**src/hw/rtl/clts_pkg.sv**
```systemverilog
// ----------------------------------------------------------------------------
// clts_pkg: shared types and constants of the token scanner
// Holds the transfer structs, token and mode codes, and character classes.
// ----------------------------------------------------------------------------
package clts_pkg;

    localparam int NUMBER_BITS = 63;
    localparam int VALUE_BITS  = 63;
    localparam int Q_DEPTH     = 4;
    localparam int Q_AW        = $clog2(Q_DEPTH);

    localparam logic [NUMBER_BITS-1:0] NUMBER_MAX = {NUMBER_BITS{1'b1}};

    // Token kinds.
    localparam logic [2:0] TK_NUMBER   = 3'd0;
    localparam logic [2:0] TK_OPERATOR = 3'd1;
    localparam logic [2:0] TK_SYMBOL   = 3'd2;
    localparam logic [2:0] TK_STRCHAR  = 3'd3;
    localparam logic [2:0] TK_STREND   = 3'd4;
    localparam logic [2:0] TK_BADCHAR  = 3'd5;
    localparam logic [2:0] TK_UNTERM   = 3'd6;
    localparam logic [2:0] TK_END      = 3'd7;

    // Scanner modes.
    localparam logic [2:0] MODE_IDLE     = 3'd0;
    localparam logic [2:0] MODE_NUMBER   = 3'd1;
    localparam logic [2:0] MODE_OPERATOR = 3'd2;
    localparam logic [2:0] MODE_STRING   = 3'd3;
    localparam logic [2:0] MODE_HALT     = 3'd4;

    // Input item kinds.
    localparam logic KIND_CHAR = 1'b0;
    localparam logic KIND_END  = 1'b1;

    typedef struct packed {
        logic       kind;
        logic [7:0] ch;
    } t_in_item;

    typedef struct packed {
        logic [2:0]            token_kind;
        logic [VALUE_BITS-1:0] token_value;
        logic                  overflow;
        logic                  last;
    } t_out_item;

    // Up to two results produced by one scanned item.
    typedef struct packed {
        logic [1:0] count;
        t_out_item  res0;
        t_out_item  res1;
    } t_step_res;

    typedef struct packed {
        logic [Q_AW:0] count;
        logic          room;
    } t_q_status;

    function automatic logic is_digit(input logic [7:0] c);
        return (c >= "0") && (c <= "9");
    endfunction

    function automatic logic is_op_char(input logic [7:0] c);
        logic r;
        case (c)
            "+", "-", "*", ">", "<", "^", "%", "!", "=", "~", "|", "&",
            "(", "[", ",", ".", "?": r = 1'b1;
            default:                 r = 1'b0;
        endcase
        return r;
    endfunction

    function automatic logic never_joins(input logic [7:0] c);
        return (c == "(") || (c == "[") || (c == ",") || (c == ".") ||
               (c == "*") || (c == "?");
    endfunction

    function automatic logic is_symbol(input logic [7:0] c);
        logic r;
        case (c)
            "{", "}", ")", "]", ":", ";", "#", 8'h5C: r = 1'b1;
            default:                                 r = 1'b0;
        endcase
        return r;
    endfunction

    function automatic logic pair_listed(input logic [7:0] a, input logic [7:0] b);
        logic r;
        case (a)
            "+":     r = (b == "=") || (b == "+");
            "-":     r = (b == "=") || (b == "-") || (b == ">");
            ">":     r = (b == ">") || (b == "=");
            "<":     r = (b == "<") || (b == "=");
            "|":     r = (b == "|");
            "&":     r = (b == "&");
            "!":     r = (b == "=");
            "=":     r = (b == "=");
            default: r = 1'b0;
        endcase
        return r;
    endfunction

    function automatic t_out_item make_res(input logic [2:0] kind,
                                           input logic [VALUE_BITS-1:0] value,
                                           input logic ovf);
        t_out_item r;
        r.token_kind  = kind;
        r.token_value = value;
        r.overflow    = ovf;
        r.last        = 1'b0;
        return r;
    endfunction

endpackage

```
**src/hw/rtl/clts_core.sv**
```systemverilog
// ----------------------------------------------------------------------------
// clts_core: scanner state and single-step token logic
// Holds the scan state and turns one item into up to two results.
// ----------------------------------------------------------------------------
module clts_core import clts_pkg::*; (
    input  logic      i_clk,
    input  logic      i_rst_n,
    input  logic      i_fire,
    input  t_in_item  i_item,
    output t_step_res o_step
);

    logic [2:0]             r_mode;
    logic [NUMBER_BITS-1:0] r_acc;
    logic                   r_sat;
    logic [7:0]             r_op;

    logic [2:0]             n_mode;
    logic [NUMBER_BITS-1:0] n_acc;
    logic                   n_sat;
    logic [7:0]             n_op;

    logic [7:0]             c;
    logic [NUMBER_BITS-1:0] digit;
    logic [NUMBER_BITS+3:0] grown;

    // Outcome of scanning the character from the idle mode.
    logic                   idle_has;
    t_out_item              idle_res;
    logic [2:0]             idle_mode;
    logic [NUMBER_BITS-1:0] idle_acc;
    logic [7:0]             idle_op;

    logic                   a_has;
    t_out_item              a_res;
    logic                   b_has;
    t_out_item              b_res;

    assign c     = i_item.ch;
    assign digit = NUMBER_BITS'(c[3:0]);
    assign grown = ({4'b0, r_acc} << 3) + ({4'b0, r_acc} << 1) + {4'b0, digit};

    always_comb begin
        idle_has  = 1'b0;
        idle_res  = make_res(TK_NUMBER, '0, 1'b0);
        idle_mode = MODE_IDLE;
        idle_acc  = '0;
        idle_op   = '0;
        if (is_digit(c)) begin
            idle_acc  = digit;
            idle_mode = MODE_NUMBER;
        end else if (is_op_char(c)) begin
            if (never_joins(c)) begin
                idle_has = 1'b1;
                idle_res = make_res(TK_OPERATOR, VALUE_BITS'({c, 8'h00}), 1'b0);
            end else begin
                idle_op   = c;
                idle_mode = MODE_OPERATOR;
            end
        end else if (is_symbol(c)) begin
            idle_has = 1'b1;
            idle_res = make_res(TK_SYMBOL, VALUE_BITS'(c), 1'b0);
        end else if ((c == " ") || (c == 8'h09)) begin
            idle_has = 1'b0;
        end else if (c == 8'h22) begin
            idle_mode = MODE_STRING;
        end else begin
            idle_has  = 1'b1;
            idle_res  = make_res(TK_BADCHAR, VALUE_BITS'(c), 1'b0);
            idle_mode = MODE_HALT;
        end
    end

    always_comb begin
        n_mode = r_mode;
        n_acc  = r_acc;
        n_sat  = r_sat;
        n_op   = r_op;
        a_has  = 1'b0;
        a_res  = make_res(TK_NUMBER, VALUE_BITS'(r_acc), r_sat);
        b_has  = 1'b0;
        b_res  = idle_res;
        if (i_item.kind == KIND_END) begin
            case (r_mode)
                MODE_NUMBER: begin
                    a_has = 1'b1;
                end
                MODE_OPERATOR: begin
                    a_has = 1'b1;
                    a_res = make_res(TK_OPERATOR, VALUE_BITS'({r_op, 8'h00}), 1'b0);
                end
                MODE_STRING: begin
                    a_has = 1'b1;
                    a_res = make_res(TK_UNTERM, '0, 1'b0);
                end
                default: begin
                    a_has = 1'b0;
                end
            endcase
            b_has  = 1'b1;
            b_res  = make_res(TK_END, '0, 1'b0);
            n_mode = MODE_IDLE;
            n_acc  = '0;
            n_sat  = 1'b0;
            n_op   = '0;
        end else begin
            case (r_mode)
                MODE_IDLE: begin
                    b_has  = idle_has;
                    n_mode = idle_mode;
                    n_acc  = idle_acc;
                    n_sat  = 1'b0;
                    n_op   = idle_op;
                end
                MODE_NUMBER: begin
                    if (is_digit(c)) begin
                        if (r_sat || (grown > {4'b0, NUMBER_MAX})) begin
                            n_acc = NUMBER_MAX;
                            n_sat = 1'b1;
                        end else begin
                            n_acc = grown[NUMBER_BITS-1:0];
                        end
                    end else begin
                        a_has  = 1'b1;
                        b_has  = idle_has;
                        n_mode = idle_mode;
                        n_acc  = idle_acc;
                        n_sat  = 1'b0;
                        n_op   = idle_op;
                    end
                end
                MODE_OPERATOR: begin
                    if (pair_listed(r_op, c)) begin
                        b_has  = 1'b1;
                        b_res  = make_res(TK_OPERATOR, VALUE_BITS'({r_op, c}), 1'b0);
                        n_mode = MODE_IDLE;
                        n_op   = '0;
                    end else begin
                        // The waiting operator goes alone; rescan this character.
                        a_has  = 1'b1;
                        a_res  = make_res(TK_OPERATOR, VALUE_BITS'({r_op, 8'h00}), 1'b0);
                        b_has  = idle_has;
                        n_mode = idle_mode;
                        n_acc  = idle_acc;
                        n_sat  = 1'b0;
                        n_op   = idle_op;
                    end
                end
                MODE_STRING: begin
                    b_has = 1'b1;
                    if (c == 8'h22) begin
                        b_res  = make_res(TK_STREND, '0, 1'b0);
                        n_mode = MODE_IDLE;
                    end else begin
                        b_res = make_res(TK_STRCHAR, VALUE_BITS'(c), 1'b0);
                    end
                end
                default: begin
                    n_mode = MODE_HALT;
                end
            endcase
        end
    end

    // Pack the results into the front slots and mark the final one.
    always_comb begin
        o_step.res0 = a_has ? a_res : b_res;
        o_step.res1 = b_res;
        if (a_has && b_has) begin
            o_step.count     = 2'd2;
            o_step.res1.last = 1'b1;
        end else begin
            o_step.count     = (a_has || b_has) ? 2'd1 : 2'd0;
            o_step.res0.last = 1'b1;
        end
    end

    always_ff @(posedge i_clk) begin
        if (!i_rst_n) begin
            r_mode <= MODE_IDLE;
            r_acc  <= '0;
            r_sat  <= 1'b0;
            r_op   <= '0;
        end else if (i_fire) begin
            r_mode <= n_mode;
            r_acc  <= n_acc;
            r_sat  <= n_sat;
            r_op   <= n_op;
        end
    end

endmodule

```
**src/hw/rtl/clts_resq.sv**
```systemverilog
// ----------------------------------------------------------------------------
// clts_resq: result queue
// Takes up to two results a cycle and hands out one per transfer.
// ----------------------------------------------------------------------------
module clts_resq import clts_pkg::*; (
    input  logic      i_clk,
    input  logic      i_rst_n,
    input  logic      i_push,
    input  t_step_res i_step,
    output logic      o_valid,
    input  logic      i_stall,
    output t_out_item o_item,
    output t_q_status o_status
);

    t_out_item     r_q [Q_DEPTH];
    logic [Q_AW-1:0] r_rd;
    logic [Q_AW-1:0] r_wr;
    logic [Q_AW:0]   r_count;

    logic [Q_AW-1:0] wr_next;
    logic [Q_AW:0]   n_push;
    logic            pop;

    assign wr_next = r_wr + (Q_AW)'(1);
    assign n_push  = i_push ? (Q_AW+1)'(i_step.count) : '0;
    assign pop     = o_valid && !i_stall;

    assign o_valid         = (r_count != '0);
    assign o_item          = r_q[r_rd];
    assign o_status.count  = r_count;
    // Room for the worst case of two results, without counting a pop.
    assign o_status.room   = (r_count <= (Q_AW+1)'(Q_DEPTH - 2));

    always_ff @(posedge i_clk) begin
        if (i_push && (i_step.count != 2'd0)) begin
            r_q[r_wr] <= i_step.res0;
        end
        if (i_push && (i_step.count == 2'd2)) begin
            r_q[wr_next] <= i_step.res1;
        end
    end

    always_ff @(posedge i_clk) begin
        if (!i_rst_n) begin
            r_rd    <= '0;
            r_wr    <= '0;
            r_count <= '0;
        end else begin
            r_wr    <= r_wr + n_push[Q_AW-1:0];
            r_rd    <= r_rd + (Q_AW)'(pop);
            r_count <= r_count + n_push - (Q_AW+1)'(pop);
        end
    end

endmodule

```
**src/hw/rtl/c_like_token_scanner.sv**
```systemverilog
// ----------------------------------------------------------------------------
// c_like_token_scanner: byte-serial scanner for a C-like language
// Turns a stream of characters into number, operator, symbol and string tokens.
// ----------------------------------------------------------------------------
// Usage: the source offers one character, or an end-of-text mark, per transfer
// on i_valid / o_stall / i_item. Results leave one per transfer on
// o_valid / i_stall / o_item; o_item.last flags the final result caused by an
// input item, and an item may cause none, one or two results.
// Path: an accepted item lands in the input register, is scanned once the
// result queue has room for two results; they are written into the queue,
// from which the first result is offered on o_valid / o_item.
// Throughput: one item per cycle while the result queue has room for two
// results; items that give two results are then limited by the output side at
// one result per cycle. The four-entry result queue sets that figure.
// Reset: synchronous and active low; the scanner returns to idle with an empty
// queue. End of text also returns every piece of scan state to its reset value.
// Stall: when the receiver stalls, results gather in the queue; once it lacks
// room for two more, o_stall rises and the held input item waits in place.
// ----------------------------------------------------------------------------
module c_like_token_scanner import clts_pkg::*; (
    input  logic      i_clk,
    input  logic      i_rst_n,
    input  logic      i_valid,
    output logic      o_stall,
    input  t_in_item  i_item,
    output logic      o_valid,
    input  logic      i_stall,
    output t_out_item o_item
);

    // Input register: holds one character until the scanner consumes it.
    logic      r_in_valid;
    t_in_item  r_in;

    logic      fire;
    t_step_res step;
    t_q_status q_status;

    // The held character is scanned once the queue can absorb its results.
    assign fire    = r_in_valid && q_status.room;
    assign o_stall = r_in_valid && !q_status.room;

    always_ff @(posedge i_clk) begin
        if (!i_rst_n) begin
            r_in_valid <= 1'b0;
        end else if (!o_stall) begin
            r_in_valid <= i_valid;
        end
    end

    always_ff @(posedge i_clk) begin
        if (!o_stall && i_valid) begin
            r_in <= i_item;
        end
    end

    clts_core u_core (
        .i_clk   (i_clk),
        .i_rst_n (i_rst_n),
        .i_fire  (fire),
        .i_item  (r_in),
        .o_step  (step)
    );

    clts_resq u_resq (
        .i_clk    (i_clk),
        .i_rst_n  (i_rst_n),
        .i_push   (fire),
        .i_step   (step),
        .o_valid  (o_valid),
        .i_stall  (i_stall),
        .o_item   (o_item),
        .o_status (q_status)
    );

    // The queue never holds more results than it has entries.
    a_queue_bound: assert property (@(posedge i_clk) disable iff (!i_rst_n)
        q_status.count <= (Q_AW+1)'(Q_DEPTH))
        else $error("result queue count beyond its depth");

    // End of text always closes the results of its item.
    a_end_is_last: assert property (@(posedge i_clk) disable iff (!i_rst_n)
        (o_valid && (o_item.token_kind == TK_END)) |-> o_item.last)
        else $error("end token without last flag");

    // A held character is not replaced while the scanner waits for room.
    a_hold_input: assert property (@(posedge i_clk) disable iff (!i_rst_n)
        o_stall |=> (r_in_valid && $stable(r_in)))
        else $error("held input character lost while stalled");

    // The overflow flag only travels with number tokens.
    a_ovf_number: assert property (@(posedge i_clk) disable iff (!i_rst_n)
        (o_valid && o_item.overflow) |-> (o_item.token_kind == TK_NUMBER))
        else $error("overflow flag on a non-number token");

    // After a reset cycle no result is offered.
    a_reset_empty: assert property (@(posedge i_clk)
        !i_rst_n |=> !o_valid)
        else $error("result offered right after reset");

endmodule

```
**config.mk**
```make
export PLATFORM = sky130hd
export DESIGN_NAME = c_like_token_scanner
export DESIGN_NICKNAME = d
export VERILOG_FILES = /design/src/hw/rtl/clts_pkg.sv /design/src/hw/rtl/clts_core.sv /design/src/hw/rtl/clts_resq.sv /design/src/hw/rtl/c_like_token_scanner.sv
export SDC_FILE = /design/constraint.sdc
export NUM_CORES = 1
export LEC_CHECK = 0
export BUFFER_PORTS_ARGS = -buffer_cell sky130_fd_sc_hd__buf_2
export CORE_AREA = 4 4 227 229
export CTS_CLUSTER_DIAMETER = 200
export CTS_CLUSTER_SIZE = 25
export DETAILED_ROUTE_END_ITERATION = 16
export DIE_AREA = 0 0 231 233
export PLACE_DENSITY_LB_ADDON = 0.15
export SLEW_MARGIN = 20
export SYNTH_ARGS = -nofsm -noshare
export SYNTH_HDL_FRONTEND = slang
export SYNTH_SLANG_ARGS = --single-unit
```
**constraint.sdc**
```tcl
create_clock -name i_clk -period 4.6 [get_ports i_clk]
set_clock_uncertainty 0.15 [all_clocks]
set_input_delay 0.69 -clock i_clk [delete_from_list [all_inputs] [get_ports i_clk]]
set_output_delay 0.69 -clock i_clk [all_outputs]
set_load 0.1 [all_outputs]
```
# Word level (Yosys, flattened, before mapping)
# Memories as Yosys holds them, arrays and structs flattened. A register that Yosys moved wholly into a read port is not among the register bits.
# Cells that the tools add are included.
# W data, S select, Z words.
[word_totals] inputBits=13 ram_bits=272 memories=1 regBits=92 out_inout_bits=70 word_cells=179
[op_classes] reduce_logical=36 n_lt_le_gt_ge=4 n_mux=77 add_sub_neg=7 n_eq_ne=44
[mem_list] memory="u_resq.r_q" depth=4 width=68 read_ports=1 rd_clocked_by_memory_dff=1 wr=2 line="clts_resq.sv:16" text="t_out_item r_q [Q_DEPTH];"
[ops] op="$mux W68" n=11
[ops] op="$pmux W68 S2" n=2
[ops] op="$mux W63" n=4
[ops] op="$eq A8 B6 Y1 const B" n=26
[ops] op="$pmux W63 S3" n=1
[ops] op="$mux W66" n=2
[ops] op="$eq A8 B7 Y1 const B" n=9
[ops] op="$add A66 B64 Y67" n=1
[ops] op="$add A67 B4 Y67" n=1
[ops] op="$gt A67 B63 Y1 const B" n=1
[ops] op="$mux W8" n=6
[ops] op="$mux W1" n=31
[ops] op="$mux W3" n=9
[ops] op="$pmux W8 S3" n=1
[ops] op="$reduce_or A17 Y1" n=1
[ops] op="$logic_or A1 B1 Y1" n=13
[ops] op="$pmux W3 S4" n=1
[ops] op="$reduce_and A3 Y1" n=3
[ops] op="$eq A8 B4 Y1 const B" n=1
[ops] op="$ge A8 B6 Y1 const B" n=1
[ops] op="$le A8 B6 Y1 const B" n=1
[ops] op="$logic_and A1 B1 Y1" n=8
[ops] op="$mux W2" n=4
[ops] op="$reduce_or A8 Y1" n=1
[ops] op="25 further kinds" n=29

# Longest topological paths before layout
[depth] word_depth=19 mapped_depth=18 mapped_depth_nobuf=17

# Cells and area by module
# A second synthesis with hierarchy kept.
[hier_totals] hier_cells=2023 hier_area_um2=23563.8
[modules_own_cells] mod="clts_resq" area_each_um2=13583.0 seq_area_each_um2=8308.0 cells_per_inst=715 n_inst=1
[modules_own_cells] mod="clts_core" area_each_um2=9656.8 seq_area_each_um2=1501.4 cells_per_inst=1294 n_inst=1
[modules_own_cells] mod="c_like_token_scanner" area_each_um2=324.1 seq_area_each_um2=290.3 cells_per_inst=14 n_inst=1

# Least setup slack after synthesis
# OpenSTA, ideal clock, no wires.
[synth_timing] path_kind="reg-to-reg" from="reg r_in[3] (netlist bit)" to="reg u_core.r_acc[11]" path_stages_with_launch=18 arrival_time_ps=3962 synth_period_minus_slack_ps=4226 setup_slack_ps=374 n_path_buf=3 setup_time_ps=114 required_ps=4336 cell_sequence="edfxtp_1 clkbuf_1 inv_1 fa_1 fa_1 nand2b_1 a21o_1 a21o_1 o211a_1 o41a_1 a21oi_2 o211ai_2 a21boi_2 o2111a_1 buf_6 buf_6 a21oi_2 a21o_1"
[synth_between] elab_chain_len=8 elab_cells_between_ends=27 classes_between="1 x add/sub; 3 x order compare; 8 x eq/ne; 7 x mux; 8 x reduce/logical"
[synth_lines] item="from (decl)" line="c_like_token_scanner.sv:33" text="t_in_item r_in;"
[synth_lines] item="from (signal assigned)" line="c_like_token_scanner.sv:53" text="r_in <= i_item;"
[synth_lines] item="branches (longest 8 deep; another with $add A67 B4 Y67)"
[synth_lines] item="to (signal assigned)" line="clts_core.sv:186" text="r_acc <= n_acc;"
[synth_lines] item="to (decl)" line="clts_core.sv:14" text="logic [NUMBER_BITS-1:0] r_acc;"
# Parallel ways; which one is timed is not known. The select of a mux whose other input is x is not followed.
# A chain may end at the register's enable or synchronous reset.

# Final worst setup path
[layout_timing] from="reg r_in[3] (netlist bit)" to="reg u_core.r_acc[3]"
# Same word-level chain as after synthesis.

==> results.sh <==
export IMPL_cts_buffer_depth=3
export IMPL_hold_viol_final=0
export IMPL_placed_cells=2613
export IMPL_setup_tns_final_ps=0
export IMPL_p_leak_nw=8.54
export IMPL_clockRootBuffer="clkbuf_16"
export IMPL_pre_cts_slack_ps=47.1
export IMPL_ys_seq_elements=364
export IMPL_syn_inst=1936
export IMPL_antenna_found_initial=2
export IMPL_clk_latency_ps=550
export IMPL_antenna_left=0
export IMPL_port_buffers=82
export IMPL_routed_wl_met3_um=2750
export IMPL_layout_setup_ws_ps=187
export IMPL_die_area_sq_um=53800
export IMPL_max_freq_mhz=227
export IMPL_path_max_fanout=24
export IMPL_r2r_cells=16
export IMPL_via_per_inst=6.01
export IMPL_drt_iter0_markers=1149
export IMPL_min_period_ps=4410
export IMPL_hold_path_cell_count=1
export IMPL_initial_core_util_pct=40.5
export IMPL_finalSetupViolCount=0
export IMPL_first_pass_iters=5
export IMPL_die_w_um=231
export IMPL_timing_final_crit_share_pct=95.9
export IMPL_cap_violations=0
export IMPL_overflow=0
export IMPL_drc=0
export IMPL_clock_sinks=364
export IMPL_cts_htree_levels=1
export IMPL_wl_per_cell_um=22.1
export IMPL_row_count=82
export IMPL_vias=15900
export IMPL_hpwl_um=40800
export IMPL_cp_required_ps=4900
export IMPL_crit_arrival_ps=4710
export IMPL_final_common_cell="dfxtp_1"
export IMPL_syn_nets=2085
export IMPL_grt_setup_unrepaired="no"
export IMPL_routedLengthMet1_um=27800
export IMPL_grt_pass1_wl_um=91600
export IMPL_grt_pass1_vias=15700
export IMPL_layout_cells_most_common_list="dfxtp_1 (273), a22o_1 (257), a21oi_1 (182)"
export IMPL_slew_headroom_pct=32.2
export IMPL_ys_types=79
export IMPL_crit_path_end_kind="register"
export IMPL_worstSetupStartpointType="register"
export IMPL_grt_usage_pct=21.0
export IMPL_grt_max_degree=57
export IMPL_status="completed"
export IMPL_core_area_sq_um=49700
export IMPL_final_nets=2113
export IMPL_seq_area_frac_synth_pct=40.7
export IMPL_numCtsBuffers=18
export IMPL_drv_slew=0
export IMPL_tightest_slew_ps=1010
export IMPL_place_gp_congestion=0.907
export IMPL_vdd_drop_max_mv=0.275
export IMPL_drive_gt1_share_pct=16.1
export IMPL_synth_edf_count=89
export IMPL_routed_wl_um=58300
export IMPL_top_layer="met5"
export IMPL_syn_area_per_cell_sq_um=10.4
export IMPL_cts_tree="done"
export IMPL_clkTransAtPathRegs_ps=110
export IMPL_hold_path_class="in2reg"
export IMPL_antennaDiodeCount=0
export IMPL_p_per_area_nw_per_um2=307
export IMPL_async_flop_share_pct=0
export IMPL_final_cells=2643
export IMPL_yosysWarningCount=0
export IMPL_die_h_um=233
export IMPL_dr_wl_met2_um=26900
export IMPL_syn_area_sq_um=20100
export IMPL_crit_type="reg2reg"
export IMPL_io_pin_count=83
export IMPL_area_growth_synth_to_final_pct=10.1
export IMPL_ys_flop_type="dfxtp_1"
==> final timing paths <==
path                                  startpoint  slack, ps                        endpoint
setup reg to reg               r_in[3]$_DFFE_PP_        190    u_core.r_acc[3]$_SDFFE_PN0P_
hold / removal                         i_item[6]        170               r_in[6]$_DFFE_PP_
setup / recovery               r_in[3]$_DFFE_PP_        190    u_core.r_acc[3]$_SDFFE_PN0P_
hold reg to reg   u_resq.r_q[2][45]$_SDFFE_PP0P_        330  u_resq.r_q[2][45]$_SDFFE_PP0P_
==> stage by stage <==
stage	cell area (sq um)	power (W)	hold slack, ps	util, %
6_report	22100	0.00680	167	44.6
5_1_grt	22100	0.00707	152	44.6
4_1_cts	22000	0.00688	148	44.3
3_5_place_dp	21500	0.00507	299	43.2
3_3_place_gp	21500	0.00505	300	43.2
2_1_floorplan	20100	0.00469	287	-
==> timing repair <==
| item | in CTS | in global routing |
|---|---|---|
| resized for setup | 0 | 13 |
| setup buffers | 0 | 2 |
| hold buffers | 0 | 0 |
| setup endpoints to repair | 0 | 82 |
==> final cells by class <==
cell class	count	area (sq um)
Clock buffer	26	502
Clock inverter	1	16.3
Fill cell	4774	27500
Inverter	39	146
Multi-Input combinational cell	1400	11400
Sequential cell	364	8190
Tap cell	672	841
Timing Repair Buffer	141	1020
==> state kept, by name, indices dropped and copies added, names as in the netlist <==
signal and cells:
r_in_valid 1, u_core.r_sat 1, u_core.r_op 8, u_core.r_mode 3, u_resq.r_count 3, u_resq.r_rd 2
u_core.r_acc 63, r_in 9, u_resq.r_wr 2, u_resq.r_q 272
==> critical path, cell delays in order (launching register included) <==
cell and delay (ps):
edfxtp_1 360, inv_1 80, fa_1 600, inv_1 70, ha_1 320, a211oi_2 80, o211ai_1 360, nand4_1 250
a31oi_4 240, o21bai_2 110, a2111oi_4 440, o211ai_1 210, o311ai_4 150, o2111a_2 330, buf_12 220, a31oi_1 100
a22o_1 230
==> synthesized netlist by cell type, drive strengths merged (4+ instances only) <==
library cell	count	share of area [%]
o21a	8	0.30
clkbuf	106	2.0
nand4b	4	0.17
buf	27	0.75
o2111ai	4	0.21
and3	14	0.44
nor3	27	0.67
nand2	121	2.3
a31oi	9	0.28
xnor2	39	1.7
a22oi	10	0.37
nor4bb	4	0.20
o22ai	5	0.16
o211ai	13	0.51
and2	24	0.75
nor4	6	0.19
o21ai	75	1.9
nand3	27	0.67
xor2	22	0.96
nor2b	19	0.59
a311oi	13	0.91
a22o	257	11
dfxtp	275	27
mux4	68	7.6
nand4	18	0.56
or3	5	0.16
o32ai	4	0.17
nor2	105	2.0
a2111oi	4	0.21
o21bai	15	0.56
a21o	34	1.3
edfxtp	89	13
nor3b	11	0.41
a211oi	37	2.2
a21boi	6	0.24
or2	5	0.16
a21oi	191	4.9
inv	39	0.73
ha	133	8.3
nand2b	16	0.50
a211o	5	0.22
==> cells by family after synthesis <==
group,count (synthesis),synth area share [%]
flops,364,40.7
xor+xnor,61,2.66
mux,70,7.72
fa+ha+maj,136,8.58
buf+inv,172,3.46
compound gates,715,26.7
simple gates,418,10.2
==> layer usage <==
| metal | GRT usage (%) | vias up |
|---|---|---|
| met5 | 0 | - |
| li1 | - | 7525 |
| met4 | 3.98 | 2 |
| met1 | 30.3 | 7923 |
| met2 | 34.1 | 387 |
| met3 | 2.94 | 50 |
==> report_power, final <==
| group | internal [W] | switching [W] |
|---|---|---|
| Sequential | 0.00334 | 0.000134 |
| Combinational | 0.000396 | 0.00111 |
| Clock | 0.000773 | 0.00104 |
(Power assumes the default switching activity.)
